### config.mk
export PLATFORM = sky130hd
export DESIGN_NAME = chunked_transfer_decoder
export DESIGN_NICKNAME = d
export VERILOG_FILES = /design/src/hw/rtl/ctd_pkg.sv /design/src/hw/rtl/chunked_transfer_decoder.sv
export SDC_FILE = /design/constraint.sdc
export NUM_CORES = 1
export LEC_CHECK = 0
export BUFFER_PORTS_ARGS = -buffer_cell sky130_fd_sc_hd__buf_2
export CAP_MARGIN = 40
export CORE_MARGIN = 2
export CORE_UTILIZATION = 37
export CTS_CLUSTER_DIAMETER = 200
export DETAILED_ROUTE_END_ITERATION = 10
export PLACE_DENSITY = 0.54
export SKIP_CTS_REPAIR_TIMING = 1
export SLEW_MARGIN = 0
export SYNTH_ARGS = -nofsm -noshare
export SYNTH_HDL_FRONTEND = slang
export SYNTH_SLANG_ARGS = --single-unit
### constraint.sdc
create_clock -name clk -period 8.05 [get_ports clk]
set_clock_uncertainty 0.15 [all_clocks]
set_input_delay 1.2075 -clock clk [delete_from_list [all_inputs] [get_ports clk]]
set_output_delay 1.2075 -clock clk [all_outputs]
set_load 0.01 [all_outputs]
### src/hw/rtl/ctd_pkg.sv
// Package for the chunked transfer decoder: sizes, phase codes, status codes
// and the hex digit decode function. Used by chunked_transfer_decoder.
// No dependencies.
package ctd_pkg;

    localparam int SIZE_LINE_MAX = 19;
    localparam int COUNT_BITS    = 32;
    localparam int LINE_BITS     = $clog2(SIZE_LINE_MAX + 1);
    localparam int TOTAL_BITS    = 32;

    localparam logic [7:0] CHAR_CR = 8'h0D;

    typedef enum logic [5:0] {
        PH_SIZE      = 6'b000001,
        PH_SKIP_LF   = 6'b000010,
        PH_PAYLOAD   = 6'b000100,
        PH_SKIP_CRLF = 6'b001000,
        PH_DONE      = 6'b010000,
        PH_ERROR     = 6'b100000
    } phase_t;

    typedef enum logic [1:0] {
        ST_BUSY     = 2'd0,
        ST_FINISHED = 2'd1,
        ST_OVERFLOW = 2'd2
    } status_t;

    typedef struct packed {
        logic       is_hex;
        logic [3:0] value;
    } hex_digit_t;

    function automatic hex_digit_t hex_decode(input logic [7:0] c);
        hex_digit_t d;
        d.is_hex = 1'b1;
        d.value  = 4'd0;
        if (c >= 8'h30 && c <= 8'h39)
            d.value = 4'(c - 8'h30);
        else if (c >= 8'h61 && c <= 8'h66)
            d.value = 4'(c - 8'h57);
        else if (c >= 8'h41 && c <= 8'h46)
            d.value = 4'(c - 8'h37);
        else
            d.is_hex = 1'b0;
        return d;
    endfunction

endpackage

### src/hw/rtl/chunked_transfer_decoder.sv
// Chunked transfer decoder: one body byte in, one result out per transaction.
// A result is held in the output register from the cycle after its byte is taken.
// Throughput: one byte per cycle while results are taken; the parser state updates in a
// single pass per byte. A stalled result holds s_axis_tready low until it is taken.
// Reset (rst_n low, asynchronous) puts the parser at the start of a size line with
// zero counts and an empty output register. Depends on ctd_pkg.
module chunked_transfer_decoder
    import ctd_pkg::*;
(
    input  logic        clk,
    input  logic        rst_n,
    input  logic        s_axis_tvalid,
    output logic        s_axis_tready,
    input  logic [7:0]  s_axis_tdata,   // [7:0] data_byte
    input  logic        s_axis_tuser,   // [0] restart
    output logic        m_axis_tvalid,
    input  logic        m_axis_tready,
    output logic [39:0] m_axis_tdata,   // [7:0] payload_byte, [39:8] payload_total
    output logic [2:0]  m_axis_tuser    // [0] payload_valid, [2:1] status
);

    phase_t                  phase_reg, phase_next;
    logic [COUNT_BITS-1:0]   size_accum_reg, size_accum_next;
    logic [LINE_BITS-1:0]    line_chars_reg, line_chars_next;
    logic                    hex_stopped_reg, hex_stopped_next;
    logic [COUNT_BITS-1:0]   bytes_left_reg, bytes_left_next;
    logic [1:0]              skip_left_reg, skip_left_next;
    logic [COUNT_BITS-1:0]   total_count_reg, total_count_next;

    logic                    out_valid_reg;
    logic [7:0]              out_byte_reg, out_byte_next;
    logic                    out_pvalid_reg, out_pvalid_next;
    status_t                 out_status_reg, out_status_next;
    logic [TOTAL_BITS-1:0]   out_total_reg;

    logic                    s_fire;
    logic [7:0]              c;
    hex_digit_t              hd;
    phase_t                  ph;
    logic [COUNT_BITS-1:0]   sa, bl, tc;
    logic [LINE_BITS-1:0]    lc;
    logic                    hs;
    logic [1:0]              sl;

    assign s_axis_tready = !out_valid_reg || m_axis_tready;
    assign s_fire        = s_axis_tvalid && s_axis_tready;
    assign c             = s_axis_tdata;
    assign hd            = hex_decode(c);

    always_comb
    begin
        // restart clears the parser before this byte is handled
        if (s_axis_tuser)
        begin
            ph = PH_SIZE;
            sa = '0;
            lc = '0;
            hs = 1'b0;
            bl = '0;
            sl = '0;
            tc = '0;
        end
        else
        begin
            ph = phase_reg;
            sa = size_accum_reg;
            lc = line_chars_reg;
            hs = hex_stopped_reg;
            bl = bytes_left_reg;
            sl = skip_left_reg;
            tc = total_count_reg;
        end

        phase_next       = ph;
        size_accum_next  = sa;
        line_chars_next  = lc;
        hex_stopped_next = hs;
        bytes_left_next  = bl;
        skip_left_next   = sl;
        total_count_next = tc;
        out_pvalid_next  = 1'b0;

        case (ph)
            PH_SIZE:
            begin
                if (c != CHAR_CR && lc < LINE_BITS'(SIZE_LINE_MAX))
                begin
                    line_chars_next = lc + 1'b1;
                    if (!hs)
                    begin
                        if (!hd.is_hex)
                            hex_stopped_next = 1'b1;
                        else if (sa[COUNT_BITS-1 -: 4] != 4'd0)
                            phase_next = PH_ERROR;
                        else
                            size_accum_next = {sa[COUNT_BITS-5:0], hd.value};
                    end
                end
                else
                begin
                    phase_next = PH_SKIP_LF;
                end
            end
            PH_SKIP_LF:
            begin
                if (sa == '0)
                    phase_next = PH_DONE;
                else
                begin
                    bytes_left_next = sa;
                    phase_next      = PH_PAYLOAD;
                end
            end
            PH_PAYLOAD:
            begin
                out_pvalid_next  = 1'b1;
                total_count_next = tc + 1'b1;
                bytes_left_next  = bl - 1'b1;
                if (bl == COUNT_BITS'(1))
                begin
                    skip_left_next = 2'd2;
                    phase_next     = PH_SKIP_CRLF;
                end
            end
            PH_SKIP_CRLF:
            begin
                skip_left_next = sl - 1'b1;
                if (sl == 2'd1)
                begin
                    phase_next       = PH_SIZE;
                    size_accum_next  = '0;
                    line_chars_next  = '0;
                    hex_stopped_next = 1'b0;
                end
            end
            default:
            begin
                // done or error: drop the byte and hold
            end
        endcase

        out_byte_next = out_pvalid_next ? c : 8'd0;

        case (phase_next)
            PH_SIZE, PH_SKIP_LF, PH_PAYLOAD, PH_SKIP_CRLF: out_status_next = ST_BUSY;
            PH_DONE:                                       out_status_next = ST_FINISHED;
            default:                                       out_status_next = ST_OVERFLOW;
        endcase
    end

    always_ff @(posedge clk or negedge rst_n)
    begin
        if (!rst_n)
        begin
            phase_reg       <= PH_SIZE;
            size_accum_reg  <= '0;
            line_chars_reg  <= '0;
            hex_stopped_reg <= 1'b0;
            bytes_left_reg  <= '0;
            skip_left_reg   <= '0;
            total_count_reg <= '0;
            out_valid_reg   <= 1'b0;
        end
        else
        begin
            if (s_fire)
            begin
                phase_reg       <= phase_next;
                size_accum_reg  <= size_accum_next;
                line_chars_reg  <= line_chars_next;
                hex_stopped_reg <= hex_stopped_next;
                bytes_left_reg  <= bytes_left_next;
                skip_left_reg   <= skip_left_next;
                total_count_reg <= total_count_next;
                out_valid_reg   <= 1'b1;
            end
            else if (m_axis_tready)
            begin
                out_valid_reg <= 1'b0;
            end
        end
    end

    always_ff @(posedge clk)
    begin
        if (s_fire)
        begin
            out_byte_reg   <= out_byte_next;
            out_pvalid_reg <= out_pvalid_next;
            out_status_reg <= out_status_next;
            out_total_reg  <= TOTAL_BITS'(total_count_next);
        end
    end

    assign m_axis_tvalid = out_valid_reg;
    assign m_axis_tdata  = {out_total_reg, out_byte_reg};
    assign m_axis_tuser  = {out_status_reg, out_pvalid_reg};

    // A payload byte never leaves alongside a finished or error status
    a_payload_busy: assert property (@(posedge clk) disable iff (!rst_n)
        (m_axis_tvalid && m_axis_tuser[0]) |-> (m_axis_tuser[2:1] == ST_BUSY))
        else $error("payload byte with non-busy status");

    // A held result blocks the input side
    a_hold_blocks: assert property (@(posedge clk) disable iff (!rst_n)
        (out_valid_reg && !m_axis_tready) |-> !s_axis_tready)
        else $error("input taken while result is stalled");

    // Each payload transaction advances the count by one
    a_count_step: assert property (@(posedge clk) disable iff (!rst_n)
        (s_fire && !s_axis_tuser && phase_reg == PH_PAYLOAD)
            |=> (total_count_reg == $past(total_count_reg) + 1'b1))
        else $error("payload count did not advance");

    // Payload phase always has bytes still due
    a_bytes_due: assert property (@(posedge clk) disable iff (!rst_n)
        (phase_reg == PH_PAYLOAD) |-> (bytes_left_reg != '0))
        else $error("payload phase with no bytes left");

endmodule
==> results of run 1 <==
[cells in the mapped netlist, types with 4 or more instances]
master	n
clkbuf_1	43
buf_1	10
a211oi_1	5
a31oi_1	7
a221o_1	4
ha_1	8
o22ai_1	5
inv_1	24
nand2_1	131
buf_2	8
nor2_1	94
xnor2_1	24
dfrtp_1	110
o211ai_1	4
o31ai_1	10
nor3_1	34
o32ai_1	4
a21oi_1	53
a22o_1	21
o21ai_0	104
mux2i_1	9
xor2_1	11
o21a_1	4
a22oi_1	21
nor4_1	25
a221oi_1	4
nor2b_1	14
nand3_1	17
or2_2	5
and3_1	18
a21o_1	10
edfxtp_1	43
or3_1	9
nand2b_1	5
nand4_1	7
or4_1	4
and2_1	4
[logic make-up (layout without fill, tap and decap cells)]
family                   Yosys count  after routing  share of synthesized area, %
AO/OA/AOI/OAI                    300            300                          22.4
XOR/XNOR                          35             35                          3.48
buffers and inverters             89            133                          4.07
adder cells (fa/ha/maj)            8              8                          1.14
AND/OR/NAND/NOR                  388            388                          21.5
flip-flops                       154            154                          46.2
multiplexers                      11             11                          1.28
[worst max path at each step]
stage                      start                             end  depth (start not counted)
global placement    s_axis_tuser   size_accum_reg[0]$_DFFE_PN0P_                          9
floorplan           s_axis_tuser     out_status_reg[1]$_DFFE_PP_                         15
finish              s_axis_tuser  size_accum_reg[31]$_DFFE_PN0P_                         10
detailed placement  s_axis_tuser  size_accum_reg[31]$_DFFE_PN0P_                         10
global route        s_axis_tuser  size_accum_reg[22]$_DFFE_PN0P_                          9
CTS                 s_axis_tuser  size_accum_reg[31]$_DFFE_PN0P_                         10
[routing by layer]
metal  global-route usage (%)  wire length (um)
met1                     28.5             11300
met2                     30.9             11000
met3                     4.00              1210
met4                     6.05               374
met5                        0                 0
[power by group through the flow]
stage / registers [mW] / clock network [mW] / logic [mW]
after floorplan: 0.915 / 0 / 0.210
after global placement: 0.943 / 0 / 0.298
after detailed placement: 0.942 / 0 / 0.301
after CTS: 0.926 / 0.840 / 0.302
after global routing: 0.936 / 0.872 / 0.342
final: 0.929 / 0.822 / 0.300
[cell type report]
| cell class | instances | area [sq um] |
|---|---|---|
| Inverter | 25 | 95.1 |
| Tap cell | 319 | 399 |
| Clock inverter | 15 | 164 |
| Fill cell | 2367 | 13400 |
| Clock buffer | 17 | 425 |
| Multi-Input combinational cell | 742 | 4400 |
| Sequential cell | 154 | 4070 |
| Timing Repair Buffer | 76 | 463 |
[worst register-to-register path: cells and delay by family (launching register included)]
| family | cells | cell delay (ns) |
|---|---|---|
| AO/OA/AOI/OAI | 4 | 0.84 |
| buffers and inverters | 2 | 0.92 |
| flip-flops | 1 | 0.50 |
| AND/OR/NAND/NOR | 3 | 0.88 |
==> summary.md, run 1 <==
| Metric | Value |
|---|---|
| Status | finished, final reports clean |
| Final instance area | 0.0100 sq mm |
| Antenna Diode Count | 0 |
| Detail-routed net length per standard cell | roughly 18 um |
| Reg-to-Reg Start | phase_reg[2]$_DFFE_PN0P_ |
| Slew @ Worst Pin | 0.883 ns |
| Gate power share | between 10% and 20% |
| Mapped cell area | slightly below 0.009 sq mm |
| Cell area after placement | 0.00942 sq mm |
| Fin. max-slew vios | 0 |
| Hpwl dp | 16000 um |
| Net Switching | 0.626 mW |
| Clock sinks | 154 |
| Initial core utilization | 37.7% |
| CTS buffer count | 17 |
| Slowest-stage cell, CP | inv_1 |
| Final hold slack | about 0.32 ns |
| Main area contributors after synthesis | dfrtp_1, edfxtp_1, o21ai_0, nand2_1, nor2_1 |
| Flop pwr share | 45.3% |
| Layout cell share with drive strength beyond 1 | 13.1% |
| Tmin final | 4.17 ns |
| Layout area overhead | 13.6% |
| Clock power frac | 40.1% |
| Commonest non-fill, non-tap cell in the layout | nand2_1 |
| TritonCTS clock tree | yes |
| Detailed Route Iter0 Violations | about 530 |
| R2R setup slack | 4.62 ns |
| Clock latency at the later pin of the worst-skew pair | 0.43 ns |
| Setup crit end kind | flip-flop |
| Drt first pass iters | 5 |
| # setup viols final | 0 |
| Clock-pin slew on the worst setup and hold paths | 0.07 ns |
| Final core occ | 42.8% |
| RSZ-0062 raised after global routing | no |
| Number of max-cap violations | 0 |
| Synth warn | 0 |
| Routability congestion estimate from global placement | 0.850 |
| Yosys top cell area share | 31.2% |
| Core Area | 0.0234 sq mm |
| DP Worst Slack | 3.50 ns |
| IO Count | 58 |
| H-Tree Depth | 4 |
| Switching Share | 30.5% |
| Cell Chain, Critical Path | buf_4 > inv_1 > buf_4 > nand2_1 > ha_1 > and2_1 > a211oi_1 > and3_1 > a21boi_1 > o311ai_1 |
| R2R cell count | 9 |
| Die area | 0.0251 sq mm |
| CP max stage delay | 0.57 ns |
| Worst-case clock buffer depth | 2 |
| Synth cell types | between 80 and 90 |
| Number of cells after detailed placement | 1316 |
| Detailed Route WL | 23900 um |
| Worst Path Arrival | roughly 4.4 ns |
| First-pass GRT wire length | 39400 um |
| Cell Count, Final, Fillers Out | 1348 |
| Clock root buffer | clkbuf_16 |
| Startpoint Class | primary input |
| Internal power | ~1.4 mW |
| Leakage | 4.08 nW |
| Hold Path Sink | line_chars_reg[4]$_DFFE_PN0P_ |
| Die Y | 158 um |
| Critical path required time | 8.22 ns |
| Worst min-delay path class | reg2reg |
| Setup tns final | 0 ns |
| Post-synth top area cell | dfrtp_1 |
| Buffers added on ports | 57 |
| Crit share post-route | around 52% |
| Worst Hold Depth | 1 |
| DRC Markers | 0 |
| #FFs+latches synth | ~150 |
| Antenna Violating Nets Remaining | 0 |
| Initial antenna violation count | 0 |
| Die width | 158 um |
| Commonest cells after routing, fill and taps aside | nand2_1, dfrtp_1, o21ai_0 |
| Gr usage total | between 20% and 30% |
| Power per Cell Area | 205 mW/mm^2 |
| Most common flop cell mapped by yosys | dfrtp_1 |
| Syn Inst Count | 985 |
| Hold path start | line_chars_reg[4]$_DFFE_PN0P_ |
| Worst R2R End | size_accum_reg[3]$_DFFE_PN0P_ |
| DR vias/cell | about 5.6 |
| Via count | approximately 7600 |
| Highest Clock Rate | approximately 0.24 GHz |
| Mapped Avg Cell Area | 8.95 sq um |
| Critical path's top delay family | buffers and inverters |
| Crit-path most repeated cell | buf_4 |
| Std-Cell Rows | 56 |
| Post-synthesis sequential area ratio | around 46% |
| Ys async rst share | 72.1% |
| Worst Path Buf+Inv | 3 |
| Fin. Hold Viols | 0 |
| Number of global-route vias before repair | 7243 |
| Final WS setup | 3.88 ns |
| Slew headroom | 41.1% |
| Critical path class | in2reg |
| Grt total ovfl | 0 |
| Number of nets in the layout | 1037 |
| Post-synth EDFFs | 43 |
| Total power draw | 2.05 mW |
| Largest net degree at the start of global routing | 85 |
| Net Count, Synth | 1006 |
| Worst vdd ir | approximately 0.00016 V |
| Crit-path max FO | 46 |
No activity file was read; power rests on OpenSTA's default activity.
==> run 2: changes to the inputs <==
==> constraint.sdc (replaced) <==
create_clock -name clk -period 4.2 [get_ports clk]
set_clock_uncertainty 0.15 [all_clocks]
set_input_delay 0.63 -clock clk [delete_from_list [all_inputs] [get_ports clk]]
set_output_delay 0.63 -clock clk [all_outputs]
set_load 0.01 [all_outputs]
==> summary.md, run 2 (synthesized netlist as in run 1, its figures left out) <==
| Metric | Value |
|---|---|
| Status | finished, final reports clean |
| Gr usage total | 20.0% (-0.085 points) |
| Clock power frac | 40.2% (about the same) |
| Net Switching | 1.17 mW (+86%) |
| Number of nets in the layout | 1044 (+0.68%) |
| Setup tns final | 0 ns (unchanged) |
| Layout area overhead | 14.2% |
| RSZ-0062 raised after global routing | no |
| Detailed Route WL | 24000 um (+0.56%) |
| Gate power share | 14.6% (about the same) |
| Antenna Violating Nets Remaining | 0 (unchanged) |
| Critical path required time | 4.37 ns (-3.85 ns) |
| Commonest cells after routing, fill and taps aside | nand2_1, dfrtp_1, o21ai_0 |
| Antenna Diode Count | 0 (unchanged) |
| Cell Chain, Critical Path | buf_4 > inv_1 > buf_4 > nand2_1 > ha_1 > o21ai_0 > o31a_1 > a311oi_2 > and3_1 > a21boi_1 > o311ai_1 |
| Tmin final | ~3.2 ns |
| CP max stage delay | 0.39 ns (-0.18 ns) |
| Critical path's top delay family | compound AO/OA/AOI/OAI gates |
| # setup viols final | 0 (unchanged) |
| Final core occ | 43.0% (+0.26 points) |
| Grt total ovfl | 0 (unchanged) |
| Crit share post-route | 76.4% |
| Std-Cell Rows | 56 (unchanged) |
| H-Tree Depth | 4 (unchanged) |
| Critical path class | in2reg |
| Clock root buffer | clkbuf_16 |
| Detail-routed net length per standard cell | 17.7 um (about the same) |
| Crit-path max FO | 32 (-30%) |
| Layout cell share with drive strength beyond 1 | 13.4% (+0.30 points) |
| Slowest-stage cell, CP | and3_1 |
| Leakage | 4.11 nW (+0.66%) |
| TritonCTS clock tree | yes |
| Setup crit end kind | flip-flop |
| Commonest non-fill, non-tap cell in the layout | nand2_1 |
| Layout fillers | 2383 (+0.68%) |
| Worst min-delay path class | in2async |
| Buffers added on ports | 57 (unchanged) |
| Routability congestion estimate from global placement | 0.829 (-2.4%) |
| Switching Share | 29.4% (-1.1 points) |
| Worst Path Arrival | 3.38 ns (-0.97 ns) |
| Die area | 0.0251 sq mm (unchanged) |
| Detailed Route Iter0 Violations | 628 (+19%) |
| CTS buffer count | 17 (unchanged) |
| DR vias/cell | 5.55 (-1.5%) |
| Core Area | 0.0234 sq mm (unchanged) |
| Fin. max-slew vios | 0 (unchanged) |
| Slew @ Worst Pin | 0.827 ns (-0.0554 ns) |
| Crit-path most repeated cell | buf_4 |
| Hpwl dp | 16100 um (+0.44%) |
| Number of max-cap violations | 0 (unchanged) |
| Clock latency at the later pin of the worst-skew pair | 0.43 ns (about the same) |
| DRC Markers | 0 (unchanged) |
| Initial core utilization | 37.7% (unchanged) |
| Power per Cell Area | 393 mW/mm^2 (+92%) |
| Largest net degree at the start of global routing | 97 (+14%) |
| Clock-pin slew on the worst setup and hold paths | 0.06 ns (about the same) |
| Internal power | 2.79 mW (+96%) |
| Multi-input logic area | 0.00440 sq mm (unchanged) |
| Drt first pass iters | 5 (unchanged) |
| Fin. Hold Viols | 0 (unchanged) |
| Via count | 7521 (-1.0%) |
| Flop pwr share | 45.1% (-0.2 points) |
| Clock sinks | 154 (unchanged) |
| Register area | 0.00407 sq mm (unchanged) |
| Die width | 158 um (unchanged) |
| Worst Path Buf+Inv | 3 (unchanged) |
| Number of global-route vias before repair | 7006 (-3.3%) |
| Initial antenna violation count | 0 (unchanged) |
| First-pass GRT wire length | 39100 um (-0.81%) |
| Worst-case clock buffer depth | 2 (unchanged) |
| Highest Clock Rate | 0.312 GHz |
| Slew headroom | 44.3% (+3.2 points) |
| Die Y | 158 um (unchanged) |
| IO Count | 58 (unchanged) |
| Worst vdd ir | 0.000256 V (+63%) |
| Startpoint Class | primary input |
==> run 2: layout make-up <==
| cell class | instances | share of cell area, % |
|---|---|---|
| Inverter | 25 | 0.944 |
| Tap cell | 319 | 3.96 |
| Timing Repair Buffer | 83 | 5.07 |
| Multi-Input combinational cell | 742 | 43.6 |
| Sequential cell | 154 | 40.4 |
| Clock inverter | 13 | 1.69 |
| Clock buffer | 19 | 4.30 |
==> run 2: routing by layer <==
| metal | GRT usage (%) | share of wire (%) | vias to the layer above |
|---|---|---|---|
| met3 | 3.21 | 4.5 | 30 |
| met2 | 30.2 | 45 | 187 |
| li1 | - | - | 3701 |
| met1 | 29.4 | 48 | 3603 |
| met4 | 5.83 | 1.6 | 0 |
| met5 | 0 | 0 | - |
==> run 2: worst register-to-register path, delay by kind of cell, from the launching register on <==
family	cells	cell delay (ns)
compound gates	5	1.52
flops	1	0.62
simple gates	2	0.56
buf+inv	1	0.20
==> run 2: power groups by stage <==
stage | clock network (mW) | logic (mW) | registers [mW]
floorplan | 0 | 0.402 | 1.75
global placement | 0 | 0.576 | 1.81
detailed placement | 0 | 0.576 | 1.81
CTS | 1.62 | 0.579 | 1.78
global route | 1.69 | 0.654 | 1.79
finish | 1.59 | 0.579 | 1.79
==> run 2: final timing paths <==
path                       slack (ns)                             end                           from  cells after the start
setup reg to reg                 1.05  size_accum_reg[31]$_DFFE_PN0P_       phase_reg[0]$_DFFE_PN1P_                      8
min in group clk                 0.29       m_axis_tvalid$_DFFE_PN0P_                  s_axis_tvalid                      2
hold reg to reg                  0.33   line_chars_reg[4]$_DFFE_PN0P_  line_chars_reg[4]$_DFFE_PN0P_                      1
hold / removal                   0.08  bytes_left_reg[12]$_DFFE_PN0P_                          rst_n                      1
max in group asynchronous        2.99        phase_reg[0]$_DFFE_PN1P_                          rst_n                      2
setup / recovery                 0.99  size_accum_reg[31]$_DFFE_PN0P_                   s_axis_tuser                     11
==> run 2: stage by stage <==
stage	total power [mW]	setup slack (ns)	hold slack (ns)	area [sq um]	std cells
2_1_floorplan	2.16	0.284	0.184	8820	985
3_3_place_gp	2.38	0.629	0.328	9460	1322
3_5_place_dp	2.38	0.582	0.319	9470	1323
4_1_cts	3.98	1.02	0.115	10100	1355
5_1_grt	4.13	0.677	0.136	10100	1355
6_report	3.96	0.991	0.0831	10100	1355
==> run 3: changes to the inputs <==
--- a/config.mk
+++ b/config.mk
@@ -11,7 +11,7 @@
 export CORE_UTILIZATION = 37
 export CTS_CLUSTER_DIAMETER = 200
 export DETAILED_ROUTE_END_ITERATION = 10
-export PLACE_DENSITY = 0.54
+export PLACE_DENSITY = 0.56
 export SKIP_CTS_REPAIR_TIMING = 1
 export SLEW_MARGIN = 0
 export SYNTH_ARGS = -nofsm -noshare
==> constraint.sdc (replaced) <==
create_clock -name clk -period 2.6 [get_ports clk]
set_clock_uncertainty 0.15 [all_clocks]
set_input_delay 0.39 -clock clk [delete_from_list [all_inputs] [get_ports clk]]
set_output_delay 0.39 -clock clk [all_outputs]
set_load 0.01 [all_outputs]
==> summary.md, run 3 (synthesized netlist as in run 1, its figures left out) <==
| Metric | Value |
|---|---|
| Worst-case clock buffer depth | 2 (unchanged) |
| Initial antenna violation count | 0 (unchanged) |
| Hold Path Sink | m_axis_tvalid$_DFFE_PN0P_ |
| Number of max-cap violations | 0 (unchanged) |
| Die width | 158 um (unchanged) |
| R2R setup slack | -0.17 ns (-1.22 ns) |
| Layout cell share with drive strength beyond 1 | 34.5% (+21 points) |
| Worst Path Arrival | 2.79 ns (-0.59 ns) |
| Clock latency at the later pin of the worst-skew pair | 0.43 ns (about the same) |
| Number of nets in the layout | 1251 (+20%) |
| Worst min-delay path class | in2reg |
| Commonest cells after routing, fill and taps aside | buf_4, nand2_1, dfrtp_1 |
| Std-Cell Rows | 56 (unchanged) |
| Startpoint Class | flip-flop |
| Gr usage total | 21.6% (+1.7 points) |
| TritonCTS clock tree | yes |
| Hpwl dp | 18600 um (+15%) |
| Number of global-route vias before repair | 8041 (+15%) |
| Net Switching | 2.05 mW (+76%) |
| Slew @ Worst Pin | 0.600 ns (-0.228 ns) |
| Slew headroom | 60.0% (+16 points) |
| RSZ-0062 raised after global routing | yes |
| Detailed Route WL | 27300 um (+14%) |
| Internal power | 4.81 mW (+72%) |
| Clock root buffer | clkbuf_16 |
| First-pass GRT wire length | 42600 um (+9.1%) |
| R2R cell count | 12 (+4) |
| Status | complete, but fails checks |
| Grt total ovfl | 0 (unchanged) |
| Routability congestion estimate from global placement | 0.876 (+5.7%) |
| Leakage | 5.39 nW (+31%) |
| DRC Markers | 0 (unchanged) |
| Layout area overhead | 40.1% |
| Switching Share | 29.9% (+0.42 points) |
| Gate power share | 22.4% (+7.8 points) |
| Buffers added on ports | 57 (unchanged) |
| Setup tns final | -1.68 ns (-1.68 ns) |
| Cell area after placement | 0.0110 sq mm (+17%) |
| Via count | 8471 (+13%) |
| CTS buffer count | 17 (unchanged) |
| Core Area | 0.0234 sq mm (unchanged) |
| Die Y | 158 um (unchanged) |
| Fin. Hold Viols | 0 (unchanged) |
| Detailed Route Iter0 Violations | 642 (+2.2%) |
| DP Worst Slack | -0.413 ns (-0.994 ns) |
| Critical path required time | 2.63 ns (-1.74 ns) |
| Crit-path max FO | 5 (-84%) |
| Commonest non-fill, non-tap cell in the layout | buf_4 |
| Final instance area | 0.0124 sq mm (+23%) |
| Power per Cell Area | 555 mW/mm^2 (+41%) |
| Tmin final | 2.77 ns |
| Die area | 0.0251 sq mm (unchanged) |
| H-Tree Depth | 4 (unchanged) |
| Fin. max-slew vios | 0 (unchanged) |
| Flop pwr share | 40.0% (-5.1 points) |
| Worst R2R End | out_status_reg[1]$_DFFE_PP_ |
| Clock power frac | 37.6% (-2.6 points) |
| Antenna Diode Count | 0 (unchanged) |
| Failing checks | negative setup slack |
| Drt first pass iters | 5 (unchanged) |
| Worst Hold Depth | 2 |
| Initial core utilization | 37.7% (unchanged) |
| Detail-routed net length per standard cell | 17.5 um (-1.5%) |
| Largest net degree at the start of global routing | 126 (+30%) |
| Antenna Violating Nets Remaining | 0 (unchanged) |
| DR vias/cell | 5.42 (-2.3%) |
| Final WS setup | -0.165 ns (-1.16 ns) |
| Crit share post-route | 106% |
| Setup crit end kind | flip-flop |
| # setup viols final | 27 (+27) |
| IO Count | 58 (unchanged) |
| Reg-to-Reg Start | size_accum_reg[23]$_DFFE_PN0P_ |
| Hold path start | s_axis_tvalid |
| Clock-pin slew on the worst setup and hold paths | 0.06 ns (about the same) |
| Critical path class | reg2reg |
| Worst vdd ir | 0.000510 V (+99%) |
| Highest Clock Rate | roughly 0.36 GHz |
| Clock sinks | 154 (unchanged) |
run 3: area by class of cell:
cell class              instances  area, sq um
fillers                      2181        11000
clock inverters                14          169
clock buffers                  18          429
inverters                      25         95.1
well taps                     319          399
multi-input cells             742         4960
flip-flops and latches        154         4070
repair buffers                290         2230
run 3: per-layer routing:
layer,global-route usage [%],vias up,wire [um]
met4,6.31,0,429
met5,0,-,0
met3,3.48,36,989
met1,29.7,4157,12800
li1,-,4099,-
met2,35.2,179,13000
run 3: critical path, stage by stage, from the launching register on:
cell and delay, ns:
dfrtp_1 0.39, nor4_2 0.29, buf_4 0.16, nand4_1 0.22
buf_4 0.25, buf_6 0.12, nor4_4 0.29, buf_6 0.17
buf_6 0.11, a21oi_4 0.03, nor2_1 0.10, and3_4 0.19
a211oi_2 0.03
run 3: worst max-delay path by stage:
stage,startpoint,to,slack (ns)
after floorplan,s_axis_tuser,out_total_reg[28]$_DFFE_PP_,-0.42
after global placement,s_axis_tuser,total_count_reg[21]$_DFFE_PN0P_,-0.31
after detailed placement,s_axis_tuser,total_count_reg[21]$_DFFE_PN0P_,-0.41
after CTS,bytes_left_reg[5]$_DFFE_PN0P_,out_status_reg[1]$_DFFE_PP_,-0.31
after global routing,size_accum_reg[23]$_DFFE_PN0P_,out_status_reg[1]$_DFFE_PP_,-0.28
final,size_accum_reg[23]$_DFFE_PN0P_,out_status_reg[1]$_DFFE_PP_,-0.17
run 3: through the flow:
step           hold WS, ns  power (mW)  util [%]  instances
4_1_cts             -0.269        6.81      49.7       1545
2_1_floorplan      -0.0556        3.52         -        985
3_5_place_dp         0.198        4.22      47.2       1513
6_report            0.0493        6.86      52.8       1562
3_3_place_gp         0.195        4.20      47.2       1513
5_1_grt             0.0341        7.16      52.8       1562
run 3: power groups by stage:
stage,clock network (mW),logic [mW],registers (mW)
after floorplan,0,0.686,2.83
after global placement,0,1.42,2.78
after detailed placement,0,1.43,2.78
after CTS,2.63,1.44,2.74
after global routing,2.73,1.67,2.76
final,2.58,1.54,2.74
